### src/rtl/rpps_pkg.sv
// shared types and helpers for the ranked pair priority select block
package rpps_pkg;

   localparam int unsigned VALUE_W = 16;

   typedef logic [VALUE_W-1:0] value_type;

   typedef enum logic [1:0] {
      OP_CLEAR  = 2'd0,
      OP_APPEND = 2'd1,
      OP_MAX    = 2'd2,
      OP_MIN    = 2'd3
   } opcode_type;

   typedef enum logic [1:0] {
      ST_FIRST  = 2'd0,
      ST_SECOND = 2'd1,
      ST_MEAN   = 2'd2,
      ST_FULL   = 2'd3
   } status_type;

   typedef struct packed {
      logic       valid;
      value_type  value;
      status_type status;
   } done_type;

   function automatic value_type mean_up(input value_type a, input value_type b);
      logic [VALUE_W:0] sum;
      sum = {1'b0, a} + {1'b0, b} + {{VALUE_W{1'b0}}, 1'b1};
      return sum[VALUE_W:1];
   endfunction

endpackage

### src/rtl/rpps_ram.sv
// generic single-port-write, single-port-read ram with registered read
module rpps_ram #(
   parameter int unsigned WIDTH = 16,
   parameter int unsigned DEPTH = 64,
   localparam int unsigned ADDR_W = (DEPTH > 1) ? $clog2(DEPTH) : 1
) (
   input  logic              clock,
   input  logic              wr_en,
   input  logic [ADDR_W-1:0] wr_addr,
   input  logic [WIDTH-1:0]  wr_data,
   input  logic [ADDR_W-1:0] rd_addr,
   output logic [WIDTH-1:0]  rd_data
);

   logic [WIDTH-1:0] mem_ff [DEPTH];
   logic [WIDTH-1:0] rd_data_ff;

   always_ff @(posedge clock) begin
      if (wr_en) begin
         mem_ff[wr_addr] <= wr_data;
      end
      rd_data_ff <= mem_ff[rd_addr];
   end

   assign rd_data = rd_data_ff;

endmodule

### src/rtl/rpps_ctrl.sv
// sequencer: list count, ram access and the scan for a matching entry
module rpps_ctrl import rpps_pkg::*; #(
   parameter int unsigned MAX_RANKS = 64,
   localparam int unsigned ADDR_W = (MAX_RANKS > 1) ? $clog2(MAX_RANKS) : 1,
   localparam int unsigned CNT_W  = $clog2(MAX_RANKS + 1)
) (
   input  logic              clock,
   input  logic              reset,
   input  logic              req_valid,
   output logic              req_ready,
   input  opcode_type        req_op,
   input  value_type         req_entry,
   input  value_type         req_first,
   input  value_type         req_second,
   input  logic              out_free,
   output done_type          done,
   output logic              ram_wr_en,
   output logic [ADDR_W-1:0] ram_wr_addr,
   output value_type         ram_wr_data,
   output logic [ADDR_W-1:0] ram_rd_addr,
   input  value_type         ram_rd_data
);

   typedef enum logic [1:0] {
      S_IDLE = 2'b01,
      S_SCAN = 2'b10
   } state_type;

   state_type         state_ff, state_in;
   logic [CNT_W-1:0]  count_ff, count_in;
   logic [CNT_W-1:0]  remain_ff, remain_in;
   logic [ADDR_W-1:0] addr_ff, addr_in;
   logic              down_ff, down_in;
   value_type         first_ff, first_in;
   value_type         second_ff, second_in;
   logic              accept;

   assign req_ready   = (state_ff == S_IDLE) && out_free;
   assign accept      = req_valid && req_ready;
   assign ram_wr_addr = count_ff[ADDR_W-1:0];
   assign ram_wr_data = req_entry;
   assign ram_rd_addr = addr_in;

   always_comb begin
      state_in   = state_ff;
      count_in   = count_ff;
      remain_in  = remain_ff;
      addr_in    = addr_ff;
      down_in    = down_ff;
      first_in   = first_ff;
      second_in  = second_ff;
      ram_wr_en  = 1'b0;
      done       = '0;
      done.status = ST_FIRST;
      case (state_ff)
         S_IDLE: begin
            if (accept) begin
               case (req_op)
                  OP_CLEAR: begin
                     count_in   = '0;
                     done.valid = 1'b1;
                  end
                  OP_APPEND: begin
                     done.valid = 1'b1;
                     if (count_ff < CNT_W'(MAX_RANKS)) begin
                        ram_wr_en = 1'b1;
                        count_in  = count_ff + CNT_W'(1);
                     end else begin
                        done.status = ST_FULL;
                     end
                  end
                  OP_MAX, OP_MIN: begin
                     first_in  = req_first;
                     second_in = req_second;
                     down_in   = (req_op == OP_MIN);
                     if (count_ff == '0) begin
                        done.valid  = 1'b1;
                        done.value  = mean_up(req_first, req_second);
                        done.status = ST_MEAN;
                     end else begin
                        remain_in = count_ff;
                        addr_in   = (req_op == OP_MIN) ?
                                    ADDR_W'(count_ff - CNT_W'(1)) : '0;
                        state_in  = S_SCAN;
                     end
                  end
                  default: ;
               endcase
            end
         end
         S_SCAN: begin
            if (ram_rd_data == first_ff) begin
               done.valid  = 1'b1;
               done.value  = first_ff;
               done.status = ST_FIRST;
               state_in    = S_IDLE;
            end else if (ram_rd_data == second_ff) begin
               done.valid  = 1'b1;
               done.value  = second_ff;
               done.status = ST_SECOND;
               state_in    = S_IDLE;
            end else if (remain_ff == CNT_W'(1)) begin
               done.valid  = 1'b1;
               done.value  = mean_up(first_ff, second_ff);
               done.status = ST_MEAN;
               state_in    = S_IDLE;
            end else begin
               remain_in = remain_ff - CNT_W'(1);
               addr_in   = down_ff ? (addr_ff - ADDR_W'(1)) : (addr_ff + ADDR_W'(1));
            end
         end
         default: begin
            state_in = S_IDLE;
         end
      endcase
   end

   always_ff @(posedge clock) begin
      if (reset) begin
         state_ff  <= S_IDLE;
         count_ff  <= '0;
         remain_ff <= '0;
      end else begin
         state_ff  <= state_in;
         count_ff  <= count_in;
         remain_ff <= remain_in;
      end
      addr_ff   <= addr_in;
      down_ff   <= down_in;
      first_ff  <= first_in;
      second_ff <= second_in;
   end

   a_count_bound: assert property (@(posedge clock) disable iff (reset)
      count_ff <= CNT_W'(MAX_RANKS))
      else $error("entry count beyond list depth");

   a_scan_in_range: assert property (@(posedge clock) disable iff (reset)
      (state_ff == S_SCAN) |-> (remain_ff != '0) && (remain_ff <= count_ff))
      else $error("scan window outside the list");

   a_done_source: assert property (@(posedge clock) disable iff (reset)
      done.valid |-> (accept || (state_ff == S_SCAN)))
      else $error("result produced with no item in progress");

   a_done_room: assert property (@(posedge clock) disable iff (reset)
      done.valid |-> out_free)
      else $error("result produced while output register busy");

endmodule

### src/rtl/ranked_pair_priority_select.sv
// top level of the ranked pair priority select block
//
// keeps a ranked list of up to MAX_RANKS 16-bit entries, entry 0 ranked highest.
// req channel: one item per handshake; req_tuser carries the opcode (clear,
// append, max-rank query, min-rank query), req_tdata the entry and two contenders.
// rsp channel: exactly one item per request, carrying the chosen value and a
// status (first matched or ok, second matched, mean used, append dropped full).
// clear, append and a query on an empty list finish in the accept cycle and
// show on rsp in the cycle after. a query on n entries reads the list ram one entry
// per cycle until a match or until all n entries are read, and its response is
// then registered; the single read port of the list ram sets that rate.
// one item is in flight at a time: req_tready is high while the sequencer is
// idle and the output register is empty or being taken.
// a stalled rsp holds its item and keeps req_tready low until it is taken.
// reset empties the list at once; entry contents are kept but never read.
module ranked_pair_priority_select import rpps_pkg::*; #(
   parameter int unsigned MAX_RANKS = 64
) (
   input  logic        clock,
   input  logic        reset,
   input  logic        req_tvalid,
   output logic        req_tready,
   input  logic [47:0] req_tdata,  // entry_value, first_value, second_value
   input  logic [1:0]  req_tuser,  // opcode
   output logic        rsp_tvalid,
   input  logic        rsp_tready,
   output logic [15:0] rsp_tdata,  // chosen_value
   output logic [1:0]  rsp_tuser   // status
);

   localparam int unsigned ADDR_W = (MAX_RANKS > 1) ? $clog2(MAX_RANKS) : 1;

   done_type          done;
   logic              ram_wr_en;
   logic [ADDR_W-1:0] ram_wr_addr;
   value_type         ram_wr_data;
   logic [ADDR_W-1:0] ram_rd_addr;
   value_type         ram_rd_data;
   logic              out_free;
   logic              rsp_valid_ff, rsp_valid_in;
   value_type         rsp_value_ff, rsp_value_in;
   status_type        rsp_status_ff, rsp_status_in;

   assign out_free = !rsp_valid_ff || rsp_tready;

   rpps_ctrl #(
      .MAX_RANKS (MAX_RANKS)
   ) u_ctrl (
      .clock       (clock),
      .reset       (reset),
      .req_valid   (req_tvalid),
      .req_ready   (req_tready),
      .req_op      (opcode_type'(req_tuser)),
      .req_entry   (req_tdata[15:0]),
      .req_first   (req_tdata[31:16]),
      .req_second  (req_tdata[47:32]),
      .out_free    (out_free),
      .done        (done),
      .ram_wr_en   (ram_wr_en),
      .ram_wr_addr (ram_wr_addr),
      .ram_wr_data (ram_wr_data),
      .ram_rd_addr (ram_rd_addr),
      .ram_rd_data (ram_rd_data)
   );

   rpps_ram #(
      .WIDTH (VALUE_W),
      .DEPTH (MAX_RANKS)
   ) u_list_ram (
      .clock   (clock),
      .wr_en   (ram_wr_en),
      .wr_addr (ram_wr_addr),
      .wr_data (ram_wr_data),
      .rd_addr (ram_rd_addr),
      .rd_data (ram_rd_data)
   );

   always_comb begin
      rsp_valid_in  = rsp_valid_ff;
      rsp_value_in  = rsp_value_ff;
      rsp_status_in = rsp_status_ff;
      if (rsp_valid_ff && rsp_tready) begin
         rsp_valid_in = 1'b0;
      end
      if (done.valid) begin
         rsp_valid_in  = 1'b1;
         rsp_value_in  = done.value;
         rsp_status_in = done.status;
      end
   end

   always_ff @(posedge clock) begin
      if (reset) begin
         rsp_valid_ff <= 1'b0;
      end else begin
         rsp_valid_ff <= rsp_valid_in;
      end
      rsp_value_ff  <= rsp_value_in;
      rsp_status_ff <= rsp_status_in;
   end

   assign rsp_tvalid = rsp_valid_ff;
   assign rsp_tdata  = rsp_value_ff;
   assign rsp_tuser  = rsp_status_ff;

   a_one_in_flight: assert property (@(posedge clock) disable iff (reset)
      (req_tvalid && req_tready) |=> !req_tready || rsp_valid_ff)
      else $error("second item taken before the first one finished");

   a_full_only_zero: assert property (@(posedge clock) disable iff (reset)
      (rsp_valid_ff && (rsp_status_ff == ST_FULL)) |-> (rsp_value_ff == '0))
      else $error("dropped append reports a nonzero value");

   a_no_ready_while_held: assert property (@(posedge clock) disable iff (reset)
      (rsp_valid_ff && !rsp_tready) |-> !req_tready)
      else $error("request taken while response is stalled");

endmodule

### config.mk
export PLATFORM = sky130hd
export DESIGN_NAME = ranked_pair_priority_select
export DESIGN_NICKNAME = d
export VERILOG_FILES = /design/src/rtl/rpps_pkg.sv /design/src/rtl/rpps_ram.sv /design/src/rtl/rpps_ctrl.sv /design/src/rtl/ranked_pair_priority_select.sv
export SDC_FILE = /design/constraint.sdc
export NUM_CORES = 2
export LEC_CHECK = 0
export ABC_AREA = 1
export BUFFER_PORTS_ARGS = -buffer_cell sky130_fd_sc_hd__buf_2
export CORE_ASPECT_RATIO = 0.75
export CORE_MARGIN = 1.5
export CORE_UTILIZATION = 50
export DETAILED_ROUTE_END_ITERATION = 12
export HOLD_SLACK_MARGIN = 0.02
export PLACE_DENSITY = 0.73
export SLEW_MARGIN = 20
export SYNTH_ARGS = -nofsm -noshare
export SYNTH_HDL_FRONTEND = slang
export SYNTH_HIERARCHICAL = 1
export SYNTH_SLANG_ARGS = --single-unit
### constraint.sdc
create_clock -name clock -period 10.55 [get_ports clock]
set_input_delay 0.5275 -clock clock [delete_from_list [all_inputs] [get_ports clock]]
set_output_delay 0.5275 -clock clock [all_outputs]
set_load 0.01 [all_outputs]
== Word-level counts from Yosys, hierarchy flattened ==
Memory sizes are Yosys's and may differ from the RTL's. A register that Yosys moved wholly into a read port is not among the register bits.
Index checks and enable logic that the tools add are counted.

* Add/subtract/negate cells: 9
* Magnitude comparators: 1
* Equality and inequality tests: 16
* Multiplexer cells: 43
* Reduce and logical (&&, ||, !) cells: 16

{| class="wikitable"
|+ Operator list
! cell !! count
|-
| 19-bit two-way mux || 5
|-
| 7-bit two-way mux || 7
|-
| 6-bit two-way mux || 8
|-
| 19-bit one-hot mux with 2 select lines || 1
|-
| 16-bit by 16-bit adder with 17-bit output || 2
|-
| 17-bit by 1-bit adder with 17-bit output, second input constant || 2
|-
| 16-bit == test || 2
|-
| 7-bit one-hot mux with 2 select lines || 2
|-
| 16-bit two-way mux || 1
|-
| 2-bit two-way mux || 7
|-
| 6-bit one-hot mux with 2 select lines || 1
|-
| 6-bit by 1-bit subtractor with 6-bit output, second input constant || 2
|-
| 2-bit inequality test, second input constant || 5
|-
| 1-bit two-way mux || 8
|-
| 2-bit one-hot mux with 2 select lines || 2
|-
| 4-bit AND reduction || 2
|-
| 7-bit by 1-bit adder with 7-bit output, second input constant || 1
|-
| 7-bit by 1-bit == test with 1-bit output, second input constant || 1
|-
| 7-bit logical NOT || 1
|-
| 7-bit less-than comparator, second input constant || 1
|-
| 7-bit AND reduction || 1
|-
| 7-bit by 1-bit subtractor with 7-bit output, second input constant || 1
|-
| 6-bit by 1-bit adder with 6-bit output, second input constant || 1
|-
| 2-bit == test, second input constant || 3
|-
| other kinds (11) || 18
|}

* Bits in registers: 74
* Memory bits (writable): 1024
* Output and inout bits: 20
* Logic and storage cells: 96
* Memories: 1

{| class="wikitable"
|+ Memories
! memory !! depth !! bits a word !! read ports !! clocked after memory_dff !! wr ports !! RTL line !! RTL
|-
| u_list_ram.mem_ff || 64 || 16 || 1 || 1 || 1 || rpps_ram.sv:15 || <nowiki>logic [WIDTH-1:0] mem_ff [DEPTH];</nowiki>
|}

== Longest topological paths before layout ==
* Depth after elaboration: 8
* Mapped depth: 25
* Depth with buffers taken out: 22

== By module ==
Netlist, hierarchy kept.

{| class="wikitable"
|+ By module, submodules not included
! module !! times used !! cells each !! area an instance (um^2) !! sequential area each (um^2)
|-
| rpps_ram || 1 || 3517 || 42099.1 || 31069.8
|-
| rpps_ctrl || 1 || 905 || 5770.5 || 1431.4
|-
| ranked_pair_priority_select || 1 || 23 || 583.1 || 560.5
|}

== Worst setup path before layout ==
Ideal clock, no wire load.

* Path kind: input to register
* From: input rsp_tready
* To: memory u_list_ram.mem_ff[48][0], enable pin
* Library setup time: 0.431 ns
* Arrival time: 3.270 ns
* Setup slack: 6.849 ns
* Stages on the path: 9
* Cell sequence: inv_1 > nand2_2 > nand2_1 > inv_2 > nand2_4 > nor3_1 > clkbuf_1 > nand4_1 > nor4_1

* Longest elaborated chain between the ends: 7

{| class="wikitable"
|+ Ends and longest elaborated chain
! what !! RTL line !! RTL
|-
| start, declared || ranked_pair_priority_select.sv:26 || <nowiki>input logic rsp_tready,</nowiki>
|-
| 1-bit logical OR || ranked_pair_priority_select.sv:44 || <nowiki>assign out_free = !rsp_valid_ff || rsp_tready;</nowiki>
|-
| via out_free || ranked_pair_priority_select.sv:39 || <nowiki>logic out_free;</nowiki>
|-
| 1-bit logical AND || rpps_ctrl.sv:38 || <nowiki>assign req_ready = (state_ff == S_IDLE) && out_free;</nowiki>
|-
| via req_tready || ranked_pair_priority_select.sv:22 || <nowiki>output logic req_tready,</nowiki>
|-
| 1-bit logical AND || rpps_ctrl.sv:39 || <nowiki>assign accept = req_valid && req_ready;</nowiki>
|-
| 1-bit two-way mux || rpps_ctrl.sv:57 || <nowiki>if (accept) begin</nowiki>
|-
| 1-bit two-way mux || rpps_ctrl.sv:55 || <nowiki>case (state_ff)</nowiki>
|-
| via ram_wr_en || ranked_pair_priority_select.sv:34 || <nowiki>logic ram_wr_en;</nowiki>
|-
| 1-bit two-way mux || rpps_ram.sv:19 || <nowiki>if (wr_en) begin</nowiki>
|-
| 1-bit two-way mux (not written as such) || rpps_ram.sv:20 || <nowiki>mem_ff[wr_addr] <= wr_data;</nowiki>
|-
| end, declared || rpps_ram.sv:15 ||
|}

The timed path passes the listed nets, and every way through them passes these cells.

== Final worst setup path ==
* From: register u_list_ram.rd_data_ff[1], in the netlist u_list_ram/rd_data[1] (read register of u_list_ram.mem_ff)
* To: register u_list_ram.rd_data_ff[15], in the netlist u_list_ram/rd_data[15] (read register of u_list_ram.mem_ff)

* Longest elaborated chain between the ends: 4

{| class="wikitable"
|+ Ends and longest elaborated chain
! what !! RTL line !! RTL
|-
| start, declared || rpps_ram.sv:16 || <nowiki>logic [WIDTH-1:0] rd_data_ff;</nowiki>
|-
| 16-bit == test || rpps_ctrl.sv:97 || <nowiki>end else if (ram_rd_data == second_ff) begin</nowiki>
|-
| 6-bit two-way mux || rpps_ctrl.sv:97 ||
|-
| 6-bit two-way mux (*) || rpps_ctrl.sv:92 || <nowiki>if (ram_rd_data == first_ff) begin</nowiki>
|-
| 6-bit one-hot mux with 2 select lines (*) || rpps_ctrl.sv:55 ||
|-
| via ram_rd_addr[0] || ranked_pair_priority_select.sv:37 || <nowiki>logic [ADDR_W-1:0] ram_rd_addr;</nowiki>
|}

The timed path passes the listed nets; every way through them passes the cells marked *.
A chain may end at the register's enable or synchronous reset.

==> flow_metrics.env <==
export IMPL_period_share_pct=58.3
export IMPL_clkSinkCount=1114
export IMPL_slew_headroom_pct=21.8
export IMPL_die_area_um2=98800
export IMPL_synth_ff_type="edfxtp_1"
export IMPL_clock_latency_ps=680
export IMPL_maxSlewViolCount=0
export IMPL_p_int_mw=8.37
export IMPL_cts_buffer_depth=3
export IMPL_hp_class="primary input to register"
export IMPL_wl_met3_um=17300
export IMPL_wire_per_inst_um=22.5
export IMPL_row_count=98
export IMPL_syn_num_nets=4542
export IMPL_portBuffers=73
export IMPL_clk_pin_slew_ps=70
export IMPL_drive_gt1_share_pct=7.99
export IMPL_antenna_cells=0
export IMPL_antenna_found_initial=3
export IMPL_ioPinCount=74
export IMPL_grt_pass1_vias=31342
export IMPL_routed_top_layer="met5"
export IMPL_yosys_warnings=6
export IMPL_synthArstFlopShare_pct=0
export IMPL_die_x_um=362
export IMPL_crit_required_ps=11150
export IMPL_switching_share_pct=38.8
export IMPL_worst_pin_slew_ps=1170
export IMPL_grt_ovfl_total=0
export IMPL_power_leakage_nw=19.8
export IMPL_layout_common_cells="1,569 x nand2_1, 1,075 x edfxtp_1, 925 x nand3_1, 143 x nor2_1, 132 x inv_1"
export IMPL_arrival_ps=6750
export IMPL_drtIter0Drc=4917
export IMPL_synthToLayoutAreaGrowth_pct=9.48
export IMPL_cts_root_buffer="clkbuf_16"
export IMPL_hold_viol=0
export IMPL_grt_usage_pct=26.1
export IMPL_yosysSeqAreaShare_pct=68.2
export IMPL_grt_setup_unrepaired="no"
export IMPL_cts_setup_buffers=0
export IMPL_routabilityCongestion=0.889
export IMPL_hpwlAfterDp_um=74900
export IMPL_holdBufCountCts=15
export IMPL_synth_edff_count=1075
export IMPL_comb_power_share_pct=35.5
export IMPL_grt_max_degree=212
export IMPL_fin_area_um2=53000
export IMPL_synth_top_area_share_pct=66.6
export IMPL_dieHeight_um=273
export IMPL_placed_cell_area_um2=49600
export IMPL_skew_ps=32.7
export IMPL_cap_violations=0
export IMPL_routed_via_density=5.85
export IMPL_total_power_mw=13.7
export IMPL_ir_drop_mv=0.257
export IMPL_ys_ff_latch=1114
export IMPL_cts_repair_resized=0
export IMPL_setup_viol_count_final=0
export IMPL_status="complete, no violations"
export IMPL_r2r_setup_slack_ps=4400
export IMPL_drc=0
export IMPL_timing_fmax_mhz=163
export IMPL_grt_pass1_wl_um=195000
export IMPL_wl_met2_um=56300
export IMPL_start_kind="register"
export IMPL_synth_top_cell_by_area="edfxtp_1"
export IMPL_tns_ps=0
export IMPL_synthDistinctLibCells=43
export IMPL_core_area_um2=95600
export IMPL_layout_commonest_cell="nand2_1"
export IMPL_htreeDepth=3
export IMPL_critical_path_class="register to register"
export IMPL_wl_met1_um=53800
export IMPL_cts_tree="yes"
export IMPL_start_util_pct=50.7
export IMPL_fillers=7767
export IMPL_synth_area_um2=48500
export IMPL_yosys_top_cells_area="edfxtp_1 67%, nand2_1 12%, nand3_1 9.6%"
export IMPL_switchingPower_mw=5.31
export IMPL_synthCells=4445
export IMPL_cts_buffers=101
export IMPL_endpoint_kind="register"
export IMPL_multiInputGateArea_um2=13200
export IMPL_avgSynthCellArea_um2=10.9
export IMPL_power_frac_clock_pct=26.7
export IMPL_period_minus_slack_ps=6150
export IMPL_drtPass1Iterations=6
export IMPL_layout_area_seq_um2=33100
export IMPL_postRouteAntennaNets=0
export IMPL_nets=4579
export IMPL_vias=34015
export IMPL_path_max_fanout=211
export IMPL_pwr_share_seq_pct=37.7
export IMPL_cellPowerDensity_nw_per_um2=258
export IMPL_wl_um=131000
==> sequential cells by signal, summed over array words and instances (netlist names) <==
register	cells
u_ctrl/down_ff	1
u_ctrl/remain_ff	7
u_list_ram/mem_ff	1024
rsp_tvalid	1
u_list_ram/rd_data	16
u_ctrl/first_ff	16
u_ctrl/addr_ff	6
rsp_tdata	16
u_ctrl/count_ff	7
u_ctrl/state_ff	2
rsp_tuser	2
u_ctrl/second_ff	16
==> worst max-delay path, cell delays in order, from the launching register on <==
cell     delay, ps
dfxtp_1        690
xor2_1         210
nor2_1          70
nand2_1        100
nor2_1          60
nand2_2        430
nand4_1        430
o21ai_0        280
nand2_1        110
nand2_4        690
buf_12         670
buf_4          820
nand2_1        150
nand3_1        130
nand3_1        100
nand2_1        110
nand2_1        170
nand3_1        170
nand3_1         80
nand2_1        100
==> logic make-up (layout without fill, tap and decap cells) <==
logic type	after synthesis	in the layout	share of synthesized area [%]
xor+xnor	36	36	0.651
simple gates	2704	2704	23.8
fa+ha+maj	43	43	1.16
buf+inv	404	528	4.60
flops	1114	1114	68.2
compound gates	144	144	1.55
==> power by group through the flow <==
stage | logic, mW | registers (mW) | clock network [mW]
CTS | 4.74 | 5.16 | 3.69
global route | 5.29 | 5.16 | 3.85
global placement | 4.66 | 5.25 | 0
finish | 4.86 | 5.16 | 3.66
floorplan | 3.49 | 5.17 | 0
detailed placement | 4.71 | 5.25 | 0
==> cell type report <==
cell class	count	share of cell area [%]
inverters	144	1.07
multi-input cells	2927	25.0
well taps	1250	2.95
repair buffers	194	2.54
flip-flops and latches	1114	62.3
clock buffers	137	5.19
clock inverters	53	0.951
==> stage by stage <==
stage / std cells / util (%) / hold WS [ps] / setup WS [ps]
after floorplan: 4445 / - / 450 / 6850
after global placement: 5614 / 51.9 / 467 / 4710
after detailed placement: 5614 / 51.9 / 472 / 4610
after CTS: 5819 / 55.5 / 22.5 / 4650
after global routing: 5819 / 55.5 / 35.5 / 4060
final: 5819 / 55.5 / 50.6 / 4400
==> synthesized netlist by cell type, types with 2 or more instances <==
library cell and number:
edfxtp_1 1075, nand4_1 16, buf_6 51, nor4_1 8
xnor2_1 9, dfxtp_1 39, nor2_1 143, xor2_1 27
o21ai_1 5, buf_1 17, nor2_4 4, clkbuf_1 31
buf_2 115, inv_2 9, a21o_1 4, buf_4 44
nor3_1 5, o21bai_1 2, inv_1 133, a21oi_1 73
a31oi_1 2, o21ai_0 53, fa_1 3, ha_1 40
nand2_1 1573, nand3b_1 12, or2_2 8, nand2_2 4
nor3_4 2, nand3_1 925
==> layer usage <==
metal  up-vias  track usage [%]
met4         2             7.32
met1     16301             39.1
met3       217             6.44
met2      2067             37.8
met5         -                0
li1      15428                -
==> path summary, 6_finish.rpt <==
kind / startpoint / end / cells after the start
worst max-delay path: u_list_ram/rd_data[1]$_DFF_P_ / u_list_ram/rd_data[15]$_DFF_P_ / 19
worst min-delay path: req_tdata[37] / u_ctrl/second_ff[5]$_DFFE_PP_ / 1
worst min register to register: u_ctrl/state_ff[1]$_SDFFE_PP0P_ / u_ctrl/state_ff[1]$_SDFFE_PP0P_ / 2
worst max register to register: u_list_ram/rd_data[1]$_DFF_P_ / u_list_ram/rd_data[15]$_DFF_P_ / 19
No activity file was read; power rests on OpenSTA's default activity.
